## config.mk

```make
export PLATFORM = sky130hd
export DESIGN_NAME = gbd_avg
export DESIGN_NICKNAME = d
export VERILOG_FILES = /design/src/rtl/gbd_pkg.sv /design/src/rtl/gbd_avg.sv
export VERILOG_INCLUDE_DIRS = /design/src /design/src/rtl
export SDC_FILE = /design/constraint.sdc
export NUM_CORES = 1
export LEC_CHECK = 0
export BUFFER_PORTS_ARGS = -buffer_cell sky130_fd_sc_hd__buf_4
export CORE_AREA = 5 5 70 72
export DETAILED_ROUTE_END_ITERATION = 12
export DIE_AREA = 0 0 75 77
export GPL_ROUTABILITY_DRIVEN = 0
export SLEW_MARGIN = 20
export SYNTH_ARGS = -nofsm -noshare
export SYNTH_HDL_FRONTEND = slang
export SYNTH_SLANG_ARGS = --single-unit
```

## constraint.sdc

```tcl
create_clock -name aclk -period 4.5 [get_ports aclk]
set_input_delay 1.35 -clock aclk [delete_from_list [all_inputs] [get_ports aclk]]
set_output_delay 1.35 -clock aclk [all_outputs]
set_load 0.05 [all_outputs]
```

## src/rtl/assert_macros.svh

```systemverilog
// assertion helpers shared by the rtl files
`ifndef ASSERT_MACROS_SVH
`define ASSERT_MACROS_SVH

// property must hold at every clock edge outside reset
`define GBD_ASSERT(lbl, clk, rstn, prop, msg) \
    lbl: assert property (@(posedge clk) disable iff (!rstn) (prop)) else $error(msg);

// expression must never be true outside reset
`define GBD_ASSERT_NEVER(lbl, clk, rstn, expr, msg) \
    lbl: assert property (@(posedge clk) disable iff (!rstn) !(expr)) else $error(msg);

`endif

```

## src/rtl/gbd_pkg.sv

```systemverilog
// ----------------------------------------------------------------------------
// gbd_pkg
// shared types, constants and width helpers of the 2x2 gray downscaler
// ----------------------------------------------------------------------------
`timescale 1ns / 1ps
`default_nettype none

package gbd_pkg;

    localparam int MAX_WIDTH_DEF    = 4096;
    localparam int SRC_WIDTH_RESET  = 640;
    localparam int SRC_HEIGHT_RESET = 480;

    localparam int PIX_W      = 8;
    localparam int PAIR_W     = 9;
    localparam int SUM_W      = 11;
    localparam int SRC_W_W    = 13;
    localparam int ROW_W      = 16;
    localparam int CFG_DATA_W = 16;
    localparam int CFG_IDX_W  = 1;

    // rounding offsets for the two-pixel and four-pixel means
    localparam logic [SUM_W-1:0] RND_HALF = SUM_W'(1);
    localparam logic [SUM_W-1:0] RND_QUAD = SUM_W'(2);

    typedef enum logic [CFG_IDX_W-1:0] {
        REG_SRC_WIDTH  = 1'b0,
        REG_SRC_HEIGHT = 1'b1
    } cfg_reg_t;

    // per-result control and pair sum handed from the front end to the averager
    typedef struct packed {
        logic              single;
        logic              odd_row;
        logic              row_end;
        logic              frame_end;
        logic [PAIR_W-1:0] pair;
    } op_t;

    function automatic int col_width(input int max_width);
        return (max_width > 1) ? $clog2(max_width) : 1;
    endfunction

    function automatic int line_depth(input int max_width);
        return (max_width + 1) >> 1;
    endfunction

    function automatic int addr_width(input int max_width);
        return (line_depth(max_width) > 1) ? $clog2(line_depth(max_width)) : 1;
    endfunction

endpackage

`default_nettype wire

```

## src/rtl/gbd_avg.sv

```systemverilog
// ----------------------------------------------------------------------------
// gbd_avg
// combines pair sums with the line buffer and drives the output register
// ----------------------------------------------------------------------------
`timescale 1ns / 1ps
`default_nettype none

`include "assert_macros.svh"

module gbd_avg (
    input  wire logic                      aclk,
    input  wire logic                      aresetn,
    input  wire logic                      issue,
    input  wire gbd_pkg::op_t              op,
    input  wire logic [gbd_pkg::PAIR_W-1:0] line_data,
    output logic                           up_ready,
    output logic                           m_valid,
    input  wire logic                      m_ready,
    output logic      [gbd_pkg::PIX_W-1:0]  m_out_pixel,
    output logic                           m_row_end,
    output logic                           m_frame_end
);
    import gbd_pkg::*;

    logic             s1_valid_reg;
    op_t              s1_op_reg;
    logic             m_valid_reg;
    logic [PIX_W-1:0] m_out_pixel_reg;
    logic             m_row_end_reg;
    logic             m_frame_end_reg;

    logic             advance;
    logic [SUM_W-1:0] sum;
    logic [SUM_W-1:0] rounded;

    assign advance  = !m_valid_reg || m_ready;
    assign up_ready = !s1_valid_reg || advance;

    // a last even row pairs with itself
    always_comb begin
        sum = SUM_W'(s1_op_reg.odd_row ? line_data : s1_op_reg.pair) + SUM_W'(s1_op_reg.pair);
        if (s1_op_reg.single) begin
            rounded = (sum + RND_HALF) >> 1;
        end else begin
            rounded = (sum + RND_QUAD) >> 2;
        end
    end

    always_ff @(posedge aclk) begin
        if (!aresetn) begin
            s1_valid_reg <= 1'b0;
            m_valid_reg  <= 1'b0;
        end else begin
            if (up_ready) begin
                s1_valid_reg <= issue;
            end
            if (advance) begin
                m_valid_reg <= s1_valid_reg;
            end
        end
    end

    always_ff @(posedge aclk) begin
        if (up_ready && issue) begin
            s1_op_reg <= op;
        end
        if (advance && s1_valid_reg) begin
            m_out_pixel_reg <= rounded[PIX_W-1:0];
            m_row_end_reg   <= s1_op_reg.row_end;
            m_frame_end_reg <= s1_op_reg.frame_end;
        end
    end

    assign m_valid     = m_valid_reg;
    assign m_out_pixel = m_out_pixel_reg;
    assign m_row_end   = m_row_end_reg;
    assign m_frame_end = m_frame_end_reg;

    `GBD_ASSERT(a_s1_holds, aclk, aresetn, (s1_valid_reg && !advance) |=> s1_valid_reg, "stage lost under stall")
    `GBD_ASSERT(a_frame_end_row_end, aclk, aresetn, !m_valid_reg || !m_frame_end_reg || m_row_end_reg, "frame end without row end")

endmodule

`default_nettype wire

```

==> metrics <==
Yosys warning count=0; Post-DP HPWL=2486 um; chip height=77 um; outcome=finished, final reports clean; Post-synth EDFFs=23; Fmax=253.9 MHz; total global routing overflow=0; total die area=5775 um^2; Setup Fix Bufs, Post-CTS=0; Cells after Synth=145; TNS Setup=0 ns; max cap viols=0; DRC=0; Mapped Nets=182; Slew @ Worst Pin=0.8100 ns; Total Nets Final=221; ys async rst share=0; Post-CTS Resized=0; clock transition at the registers of the reported paths=0.09 ns; Design Power=0.6849 mW; FP Rows=24; Die W=75 um; CP startpoint kind=primary input; CP Class=primary input to register; Worst VDD drop=180.0 uV; largest net degree at the start of global routing=20; final clock skew=0.006715 ns; Post-synth top cells=23 x edfxtp_1, 10 x ha_1, 8 x mux2_2, 8 x nand2_1; TritonRoute pass-1 iters=6; Main synth FF type=edfxtp_1; Yosys top cell by area=edfxtp_1; GRT Total Usage=0.1083; most frequent cell after synthesis=edfxtp_1; total number of vias=1237; synthesized area=1664 um^2; share of layout cells above drive strength 1=0.3279; crit end category=register; final wirelength=3038 um; crit path cell chain=buf_4, mux2_2, ha_1, inv_1, fa_1, xnor2_1, nand2_1, o21ai_0, ha_1, nand3_1, nor4_2, and4_1, xnor2_1, a211oi_2; CTS tree=yes; Core Util, Final=0.4829; latest clock arrival within the worst-skew pair=0.27 ns; vias in the first global route=1205; Rel. slew slack=0.4589; Max stage delay on crit path=0.46 ns; clk sinks=25; Post-CTS Hold Fix Bufs=0; LEAKAGE=0.8098 nW; DR vias/cell=5.264; Slew Viols, Final=0; CP Data Arrival Time=3.94 ns; largest cells by area after synthesis=edfxtp_1 42%, ha_1 7.5%, mux2_2 5.4%, xnor2_1 3.7%, dfxtp_1 2.4%; slowest CP cell=fa_1; Cell Pwr Density=335.0 nW/um^2; Synth Register Bits=25; Port Buffer Count=37; Final setup viols=0; DR WL/cell=12.93 um; share of the synthesized area in the top cell type=0.4150; RSZ-0062 raised after global routing=no; Seq/Total Area, Yosys=0.4391; htree depth=1; part of the cycle the worst path needs=0.8753; max reg flops=13; worst min-delay path category=register to register; post-synthesis cell type count=48; Core ar.=4234 um^2; first-pass GRT wire length=4961 um; crit path time final=3.939 ns; endpoints failing hold=0; Detailed Route Iter0 Violations=45; area added between synthesis and finish=22.86%; antenna fix cells=0; initial antenna violation count=0; I/O Pins=38; Routed Antenna Nets=0; crit-path max FO=6; CP required=4.50 ns; clock root cell=clkbuf_8; Num CTS Buffers=3; Starting Density=0.3930; syn_area_per_cell=11.48 um^2; CTS Buffer Depth=2
## cell families after synthesis
| family | count (synthesis) | synth area share |
|---|---|---|
| fa+ha+maj | 11 | 0.08722 |
| simple gates | 45 | 0.1602 |
| flops | 25 | 0.4391 |
| mux | 10 | 0.06617 |
| xor+xnor | 13 | 0.08196 |
| compound gates | 34 | 0.1496 |
| buf+inv | 7 | 0.01579 |
## cell type report
| type | count | area (um^2) |
|---|---|---|
| Fill cell | 386 | 2190 |
| Multi-Input combinational cell | 113 | 907.1 |
| Sequential cell | 25 | 730.7 |
| Timing Repair Buffer | 37 | 277.8 |
| Tap cell | 52 | 65.06 |
| Clock buffer | 3 | 41.29 |
| Inverter | 4 | 15.01 |
| Clock inverter | 1 | 7.507 |
## power by group
| part | total (mW) | internal, mW | switching, mW |
|---|---|---|---|
| combinational | 0.261 | 0.114 | 0.146 |
| sequential | 0.288 | 0.279 | 0.00936 |
| clock | 0.136 | 0.0626 | 0.0732 |
| total | 0.685 | 0.456 | 0.229 |
## layer usage
| metal | vias up | part of all wire | GRT usage |
|---|---|---|---|
| li1 | 634 | - | - |
| met1 | 563 | 0.42 | 0.1319 |
| met2 | 38 | 0.51 | 0.1890 |
| met3 | 2 | 0.063 | 0.02353 |
| met4 | 0 | 0.0076 | 0.02669 |
| met5 | - | 0 | 0 |
## layout by cell type (no fill, tap or decap), types with 2 or more instances in the layout
cell type  count
a21oi_1        6
a311oi_1       2
and2_1         4
and4_1         2
buf_4         37
clkbuf_8       3
dfxtp_1        2
edfxtp_1      23
ha_1          10
inv_1          4
mux2_2         8
mux2i_1        2
nand2_1        8
nand3_1        6
nor2_1         7
nor2b_1        3
nor3_1         4
nor4_1         2
o21a_1         4
o21ai_0        6
o21bai_1       2
xnor2_1        7
xnor2_2        2
xor2_1         3
## path summary, 6_finish.rpt
check | start | slack (ns) | end | cells past startpoint
max reg2reg | s1_op_reg[11] | 0.98 | m_out_pixel[7] | 13
min reg2reg | s1_op_reg[9] | 0.43 | m_frame_end | 0
max | line_data[0] | 0.56 | m_out_pixel[7] | 14
min | s1_op_reg[9] | 0.43 | m_frame_end | 0
## per-stage QoR
stage,hold WS (ns),cells,area (um^2),worst slack (ns)
floorplan,0.4003,145,1664,0.6274
global placement,0.4098,231,1996,0.3942
detailed placement,0.4065,231,1996,0.2618
CTS,0.4305,235,2044,0.5674
global route,0.4352,235,2044,0.2882
finish,0.4303,235,2044,0.5610
## critical path, delay by kind of cell
| kind | cells | cell delay [ns] |
|---|---|---|
| buffers and inverters | 2 | 0.14 |
| multiplexers | 1 | 0.13 |
| AO/OA/AOI/OAI | 2 | 0.17 |
| adder cells (fa/ha/maj) | 3 | 0.85 |
| XOR/XNOR | 2 | 0.41 |
| AND/OR/NAND/NOR | 4 | 0.89 |
Power figures use the tool's default switching activity.
