**src/rtl/assert_macros.svh**
```systemverilog
// assertion helpers shared by the rtl files
`ifndef ASSERT_MACROS_SVH
`define ASSERT_MACROS_SVH

// property must hold at every clock edge outside reset
`define GBD_ASSERT(lbl, clk, rstn, prop, msg) \
    lbl: assert property (@(posedge clk) disable iff (!rstn) (prop)) else $error(msg);

// expression must never be true outside reset
`define GBD_ASSERT_NEVER(lbl, clk, rstn, expr, msg) \
    lbl: assert property (@(posedge clk) disable iff (!rstn) !(expr)) else $error(msg);

`endif

```
**src/rtl/gbd_pkg.sv**
```systemverilog
// ----------------------------------------------------------------------------
// gbd_pkg
// shared types, constants and width helpers of the 2x2 gray downscaler
// ----------------------------------------------------------------------------
`timescale 1ns / 1ps
`default_nettype none

package gbd_pkg;

    localparam int MAX_WIDTH_DEF    = 4096;
    localparam int SRC_WIDTH_RESET  = 640;
    localparam int SRC_HEIGHT_RESET = 480;

    localparam int PIX_W      = 8;
    localparam int PAIR_W     = 9;
    localparam int SUM_W      = 11;
    localparam int SRC_W_W    = 13;
    localparam int ROW_W      = 16;
    localparam int CFG_DATA_W = 16;
    localparam int CFG_IDX_W  = 1;

    // rounding offsets for the two-pixel and four-pixel means
    localparam logic [SUM_W-1:0] RND_HALF = SUM_W'(1);
    localparam logic [SUM_W-1:0] RND_QUAD = SUM_W'(2);

    typedef enum logic [CFG_IDX_W-1:0] {
        REG_SRC_WIDTH  = 1'b0,
        REG_SRC_HEIGHT = 1'b1
    } cfg_reg_t;

    // per-result control and pair sum handed from the front end to the averager
    typedef struct packed {
        logic              single;
        logic              odd_row;
        logic              row_end;
        logic              frame_end;
        logic [PAIR_W-1:0] pair;
    } op_t;

    function automatic int col_width(input int max_width);
        return (max_width > 1) ? $clog2(max_width) : 1;
    endfunction

    function automatic int line_depth(input int max_width);
        return (max_width + 1) >> 1;
    endfunction

    function automatic int addr_width(input int max_width);
        return (line_depth(max_width) > 1) ? $clog2(line_depth(max_width)) : 1;
    endfunction

endpackage

`default_nettype wire

```
**src/rtl/gbd_ctrl.sv**
```systemverilog
// ----------------------------------------------------------------------------
// gbd_ctrl
// frame geometry registers, raster counters and pair formation
// ----------------------------------------------------------------------------
`timescale 1ns / 1ps
`default_nettype none

`include "assert_macros.svh"

module gbd_ctrl #(
    parameter  int MAX_WIDTH = gbd_pkg::MAX_WIDTH_DEF,
    localparam int COL_W     = gbd_pkg::col_width(MAX_WIDTH),
    localparam int ADDR_W    = gbd_pkg::addr_width(MAX_WIDTH)
) (
    input  wire logic                          aclk,
    input  wire logic                          aresetn,
    input  wire logic                          cfg_valid,
    input  wire logic [gbd_pkg::CFG_IDX_W-1:0]  cfg_index,
    input  wire logic [gbd_pkg::CFG_DATA_W-1:0] cfg_data,
    input  wire logic                          in_accept,
    input  wire logic [gbd_pkg::PIX_W-1:0]      pixel,
    output logic                               issue,
    output gbd_pkg::op_t                       op,
    output logic                               wr_en,
    output logic      [ADDR_W-1:0]             wr_addr,
    output logic      [gbd_pkg::PAIR_W-1:0]     wr_data,
    output logic                               rd_en,
    output logic      [ADDR_W-1:0]             rd_addr
);
    import gbd_pkg::*;

    localparam int WIDTH_RESET = (SRC_WIDTH_RESET > MAX_WIDTH) ? MAX_WIDTH : SRC_WIDTH_RESET;

    logic [COL_W-1:0] width_m1_reg;
    logic [ROW_W-1:0] height_m1_reg;
    logic [COL_W-1:0] col_reg;
    logic [ROW_W-1:0] row_reg;
    logic [PIX_W-1:0] held_reg;

    logic [SRC_W_W-1:0] cfg_w;
    logic [COL_W-1:0]   width_m1_next;
    logic [ROW_W-1:0]   height_m1_next;

    logic              odd_col;
    logic              odd_row;
    logic              last_col;
    logic              last_row;
    logic              single;
    logic              pair_pos;
    logic [PAIR_W-1:0] pair;
    logic [ADDR_W-1:0] idx;

    // zero means one, widths above the line capacity saturate (only the low SRC_W_W bits of the width count)
    always_comb begin
        cfg_w = cfg_data[SRC_W_W-1:0];
        if (cfg_w == '0) begin
            width_m1_next = '0;
        end else if (32'(cfg_w) > MAX_WIDTH) begin
            width_m1_next = COL_W'(MAX_WIDTH - 1);
        end else begin
            width_m1_next = COL_W'(32'(cfg_w) - 32'd1);
        end
        if (cfg_data == '0) begin
            height_m1_next = '0;
        end else begin
            height_m1_next = cfg_data - 16'd1;
        end
    end

    always_comb begin
        odd_col  = col_reg[0];
        odd_row  = row_reg[0];
        last_col = (col_reg == width_m1_reg);
        last_row = (row_reg == height_m1_reg);
        single   = !odd_col && last_col;
        pair_pos = odd_col || single;
        pair     = single ? {1'b0, pixel} : ({1'b0, held_reg} + {1'b0, pixel});
        idx      = ADDR_W'(col_reg >> 1);

        wr_en    = in_accept && pair_pos && !odd_row;
        wr_addr  = idx;
        wr_data  = pair;
        rd_en    = in_accept && pair_pos && odd_row;
        rd_addr  = idx;

        issue        = in_accept && pair_pos && (odd_row || last_row);
        op.single    = single;
        op.odd_row   = odd_row;
        op.row_end   = last_col;
        op.frame_end = last_col && last_row;
        op.pair      = pair;
    end

    always_ff @(posedge aclk) begin
        if (!aresetn) begin
            width_m1_reg  <= COL_W'(WIDTH_RESET - 1);
            height_m1_reg <= ROW_W'(SRC_HEIGHT_RESET - 1);
            col_reg       <= '0;
            row_reg       <= '0;
            held_reg      <= '0;
        end else if (cfg_valid) begin
            case (cfg_reg_t'(cfg_index))
                REG_SRC_WIDTH:  width_m1_reg  <= width_m1_next;
                REG_SRC_HEIGHT: height_m1_reg <= height_m1_next;
                default:        ;
            endcase
            // any write restarts the frame
            col_reg <= '0;
            row_reg <= '0;
        end else if (in_accept) begin
            if (!pair_pos) begin
                held_reg <= pixel;
            end
            if (last_col) begin
                col_reg <= '0;
                row_reg <= last_row ? '0 : row_reg + 16'd1;
            end else begin
                col_reg <= col_reg + COL_W'(1);
            end
        end
    end

    `GBD_ASSERT(a_col_in_frame, aclk, aresetn, col_reg <= width_m1_reg, "column past frame width")
    `GBD_ASSERT(a_row_in_frame, aclk, aresetn, row_reg <= height_m1_reg, "row past frame height")

endmodule

`default_nettype wire

```
**config.mk**
```make
export PLATFORM = sky130hd
export DESIGN_NAME = gbd_ctrl
export DESIGN_NICKNAME = d
export VERILOG_FILES = /design/src/rtl/gbd_pkg.sv /design/src/rtl/gbd_ctrl.sv
export VERILOG_INCLUDE_DIRS = /design/src /design/src/rtl
export SDC_FILE = /design/constraint.sdc
export NUM_CORES = 1
export LEC_CHECK = 0
export BUFFER_PORTS_ARGS = -buffer_cell sky130_fd_sc_hd__buf_2
export CAP_MARGIN = 5
export CORE_AREA = 2 2 102 104
export DETAILED_ROUTE_END_ITERATION = 8
export DIE_AREA = 0 0 104 106
export MAX_ROUTING_LAYER = met4
export PLACE_DENSITY = 0.57
export RECOVER_POWER = 50
export SYNTH_ARGS = -nofsm -noshare
export SYNTH_HDL_FRONTEND = slang
export SYNTH_SLANG_ARGS = --single-unit
```
**constraint.sdc**
```tcl
create_clock -name aclk -period 4.4 [get_ports aclk]
set_input_delay 0 -clock aclk [delete_from_list [all_inputs] [get_ports aclk]]
set_output_delay 0 -clock aclk [all_outputs]
set_load 0.03 [all_outputs]
```
==> flow_summary.json <==
{
  "status": "finished, final reports clean",
  "tightest_slew_ns": 1.22,
  "hp-start": "cfg_data[12]",
  "rr_endpoint": "row_reg[9]$_SDFFE_PP0P_",
  "netlist_area_sq_um": 3860,
  "synth_warnings": 0,
  "synthesis.nets": 511,
  "hold_class": "in -> reg",
  "yosys.area.top_type": "dfxtp_1",
  "num_antenna_cells": 0,
  "antenna_found_initial": 0,
  "hold_end": "width_m1_reg[10]$_SDFFE_PN0P_",
  "startpoint_type": "input pin",
  "combPwrFrac_pct": 16.7,
  "reg2reg_depth": 5,
  "io_pins": 76,
  "setup-tns-final_ns": 0,
  "die-area_sq_um": 11000,
  "clkPwrFrac_pct": 37.5,
  "core_area_sq_um": 10000,
  "row_count": 37,
  "syn-instance-count": 470,
  "drive_above_1_share_pct": 14.8,
  "drt_first_pass_iters": 4,
  "avgSynthCellArea_sq_um": 8.21,
  "cp.required_ns": 4.63,
  "synth_edf_count": 0,
  "irDropWorstVdd_mv": 0.162,
  "slew_viol_final": 0,
  "leakagePower_uw": 0.00165,
  "first_global_vias": 3099,
  "swShare_pct": 28.5,
  "ys_seq_area_share_pct": 33.2,
  "critical-path-max-stage-delay_ns": 1.03,
  "die_y_um": 106,
  "dp_hpwl_um": 6950,
  "grt_max_degree": 27,
  "clock_sinks": 64,
  "pre_cts_ws_ns": 2.11,
  "grt_setup_unrepaired": "no",
  "post-route-util_pct": 43.4,
  "cts_buffer_depth": 2,
  "cts_htree_levels": 3,
  "switchingPower_uw": 383,
  "fmax_ghz": 0.377,
  "whs_ns": 0.00730,
  "fin_crit_sh_pct": 60.3,
  "grt_usage_pct": 17.5,
  "setup_ws_ns": 1.75,
  "maxCapViolations": 0,
  "cts_buffers": 9,
  "p_int_uw": 960,
  "clock_skew_ns": 0.0122,
  "worstReg2RegStart": "col_reg[4]$_SDFFE_PP0P_",
  "overflow": 0,
  "cts-root-buf": "clkbuf_8",
  "pwr_density_cell_nw_per_um2": 309,
  "hold_viol_final": 0,
  "synthArstFlopShare_pct": 0,
  "drt_wl_total_um": 9070,
  "drtIter0Drc": 150,
  "setup_viol": 0,
  "viasPerCell": 5.12,
  "drc": 0,
  "syn2layout_area_growth_pct": 12.5,
  "critPathMaxFanout": 11,
  "cts_tree": "yes",
  "synth_common_cells": "dfxtp_1, nand2_1, nor2_1",
  "vias": 3367,
  "start_util_pct": 38.6,
  "hold_depth": 3,
  "finalNetCount": 558,
  "maxSlewHeadroom_pct": 18.2,
  "worstSetupPathType": "in -> reg",
  "synth_top_area_share_pct": 33.2,
  "io_buffers": 75,
  "gp_congestion": 0.805,
  "grt_pass1_wl_um": 15300,
  "yosys.cell_count.top_type": "dfxtp_1",
  "synth-main-ff-cell": "dfxtp_1",
  "ys_types": 50,
  "critical_path_arrival_ns": 2.88,
  "clkTransAtPathRegs_ns": 0.07,
  "wire_per_inst_um": 13.8,
  "crit_slowest_cell": "nor4_1",
  "synth.area.top_cells": "dfxtp_1, buf_4, xor2_1",
  "ys_seq_elements": 64,
  "fill_cells": 1049,
  "setup.worst_path.end_class": "register",
  "path_cells": "clkbuf_1 > inv_1 > ha_1 > or4b_1 > nor4_1 > a21oi_1 > a221o_1",
  "ant_nets": 0,
  "power_frac_seq_pct": 45.8,
  "die_x_um": 104,
  "r2r_setup_slack_ns": 2.10,
  "insertion_delay_ns": 0.34,
  "period_needed_ns": 2.65,
  "cts_resized": 0
}
==> power by group through the flow <==
stage / Combinational [uW] / Clock, uW / Sequential, uW
4_1_cts: 227 / 514 / 615
3_3_place_gp: 217 / 0 / 628
3_5_place_dp: 220 / 0 / 628
5_1_grt: 248 / 545 / 618
6_report: 224 / 503 / 615
2_1_floorplan: 171 / 0 / 624
==> placed cells by master, fill, tap and decap left out, types with 4 or more instances in the layout <==
cell type,netlist,final
a21oi_1,30,30
and4_1,4,4
clkbuf_1,16,26
nand4_1,13,13
o21a_1,4,4
o31ai_1,4,4
nand3_1,13,13
or4_1,5,5
nor2_1,38,38
ha_1,11,11
a22oi_1,4,4
xnor2_1,24,24
dfxtp_1,64,64
nand2_1,47,47
mux2i_1,10,10
inv_1,15,15
nor4_1,8,9
dlygate4sd3_1,0,9
o21ai_0,33,33
or3_1,14,14
a221o_1,7,7
clkbuf_8,0,10
buf_2,0,51
xor2_1,29,29
nor3_1,6,6
==> worst max-delay path: cells and delay by family <==
| family | cells | cell delay [ns] |
|---|---|---|
| and+or+nand+nor | 2 | 1.54 |
| AOI/OAI and AO/OA | 2 | 0.93 |
| buffers and inverters | 2 | 0.20 |
| adders and majority gates | 1 | 0.20 |
==> cell type report <==
class                   instances  area (sq um)  area share, %
inverters                      15          56.3           1.30
flip-flops and latches         64          1280           29.5
repair buffers                 86           447           10.3
well taps                     136           170           3.92
clock inverters                 5          56.3           1.30
clock buffers                  11           141           3.25
multi-input cells             341          2190           50.5
==> how the worst max path moves through the flow <==
stage	slack (ns)	startpoint	endpoint	cells past startpoint
3_3_place_gp	2.17	col_reg[4]$_SDFFE_PP0P_	row_reg[9]$_SDFFE_PP0P_	5
3_5_place_dp	2.11	col_reg[4]$_SDFFE_PP0P_	row_reg[9]$_SDFFE_PP0P_	5
6_report	1.75	cfg_data[0]	height_m1_reg[7]$_SDFFE_PN1P_	7
5_1_grt	1.44	cfg_data[0]	height_m1_reg[2]$_SDFFE_PN1P_	7
4_1_cts	1.89	held_reg[0]$_SDFFE_PN0P_	wr_data[6]	9
2_1_floorplan	1.87	held_reg[0]$_SDFFE_PN0P_	wr_data[6]	9
==> metrics by stage <==
step           total power [uW]  area [sq um]  std cells
3_3_place_gp                845          4110        633
6_report                   1340          4340        658
4_1_cts                    1360          4400        658
2_1_floorplan               794          3860        470
5_1_grt                    1410          4340        658
3_5_place_dp                848          4110        633
==> layer usage <==
layer  wire, um  track usage [%]
met1       4510             22.8
met2       3980             27.0
met3        363             2.94
met4        214             7.72
met5          0                -
==> logic make-up after synthesis <==
kind of cell    synth area share [%]
xor+xnor                        12.0
compound gates                  14.8
fa+ha+maj                       4.08
simple gates                    22.8
buf+inv                         9.63
mux                             3.47
flops                           33.2
==> timing repair <==
item | CTS | global route
setup buffers | 0 | 0
hold endpoints to repair | 9 | 0
setup endpoints to repair | 0 | 0
hold buffers | 9 | 0
Power figures use the tool's default switching activity.
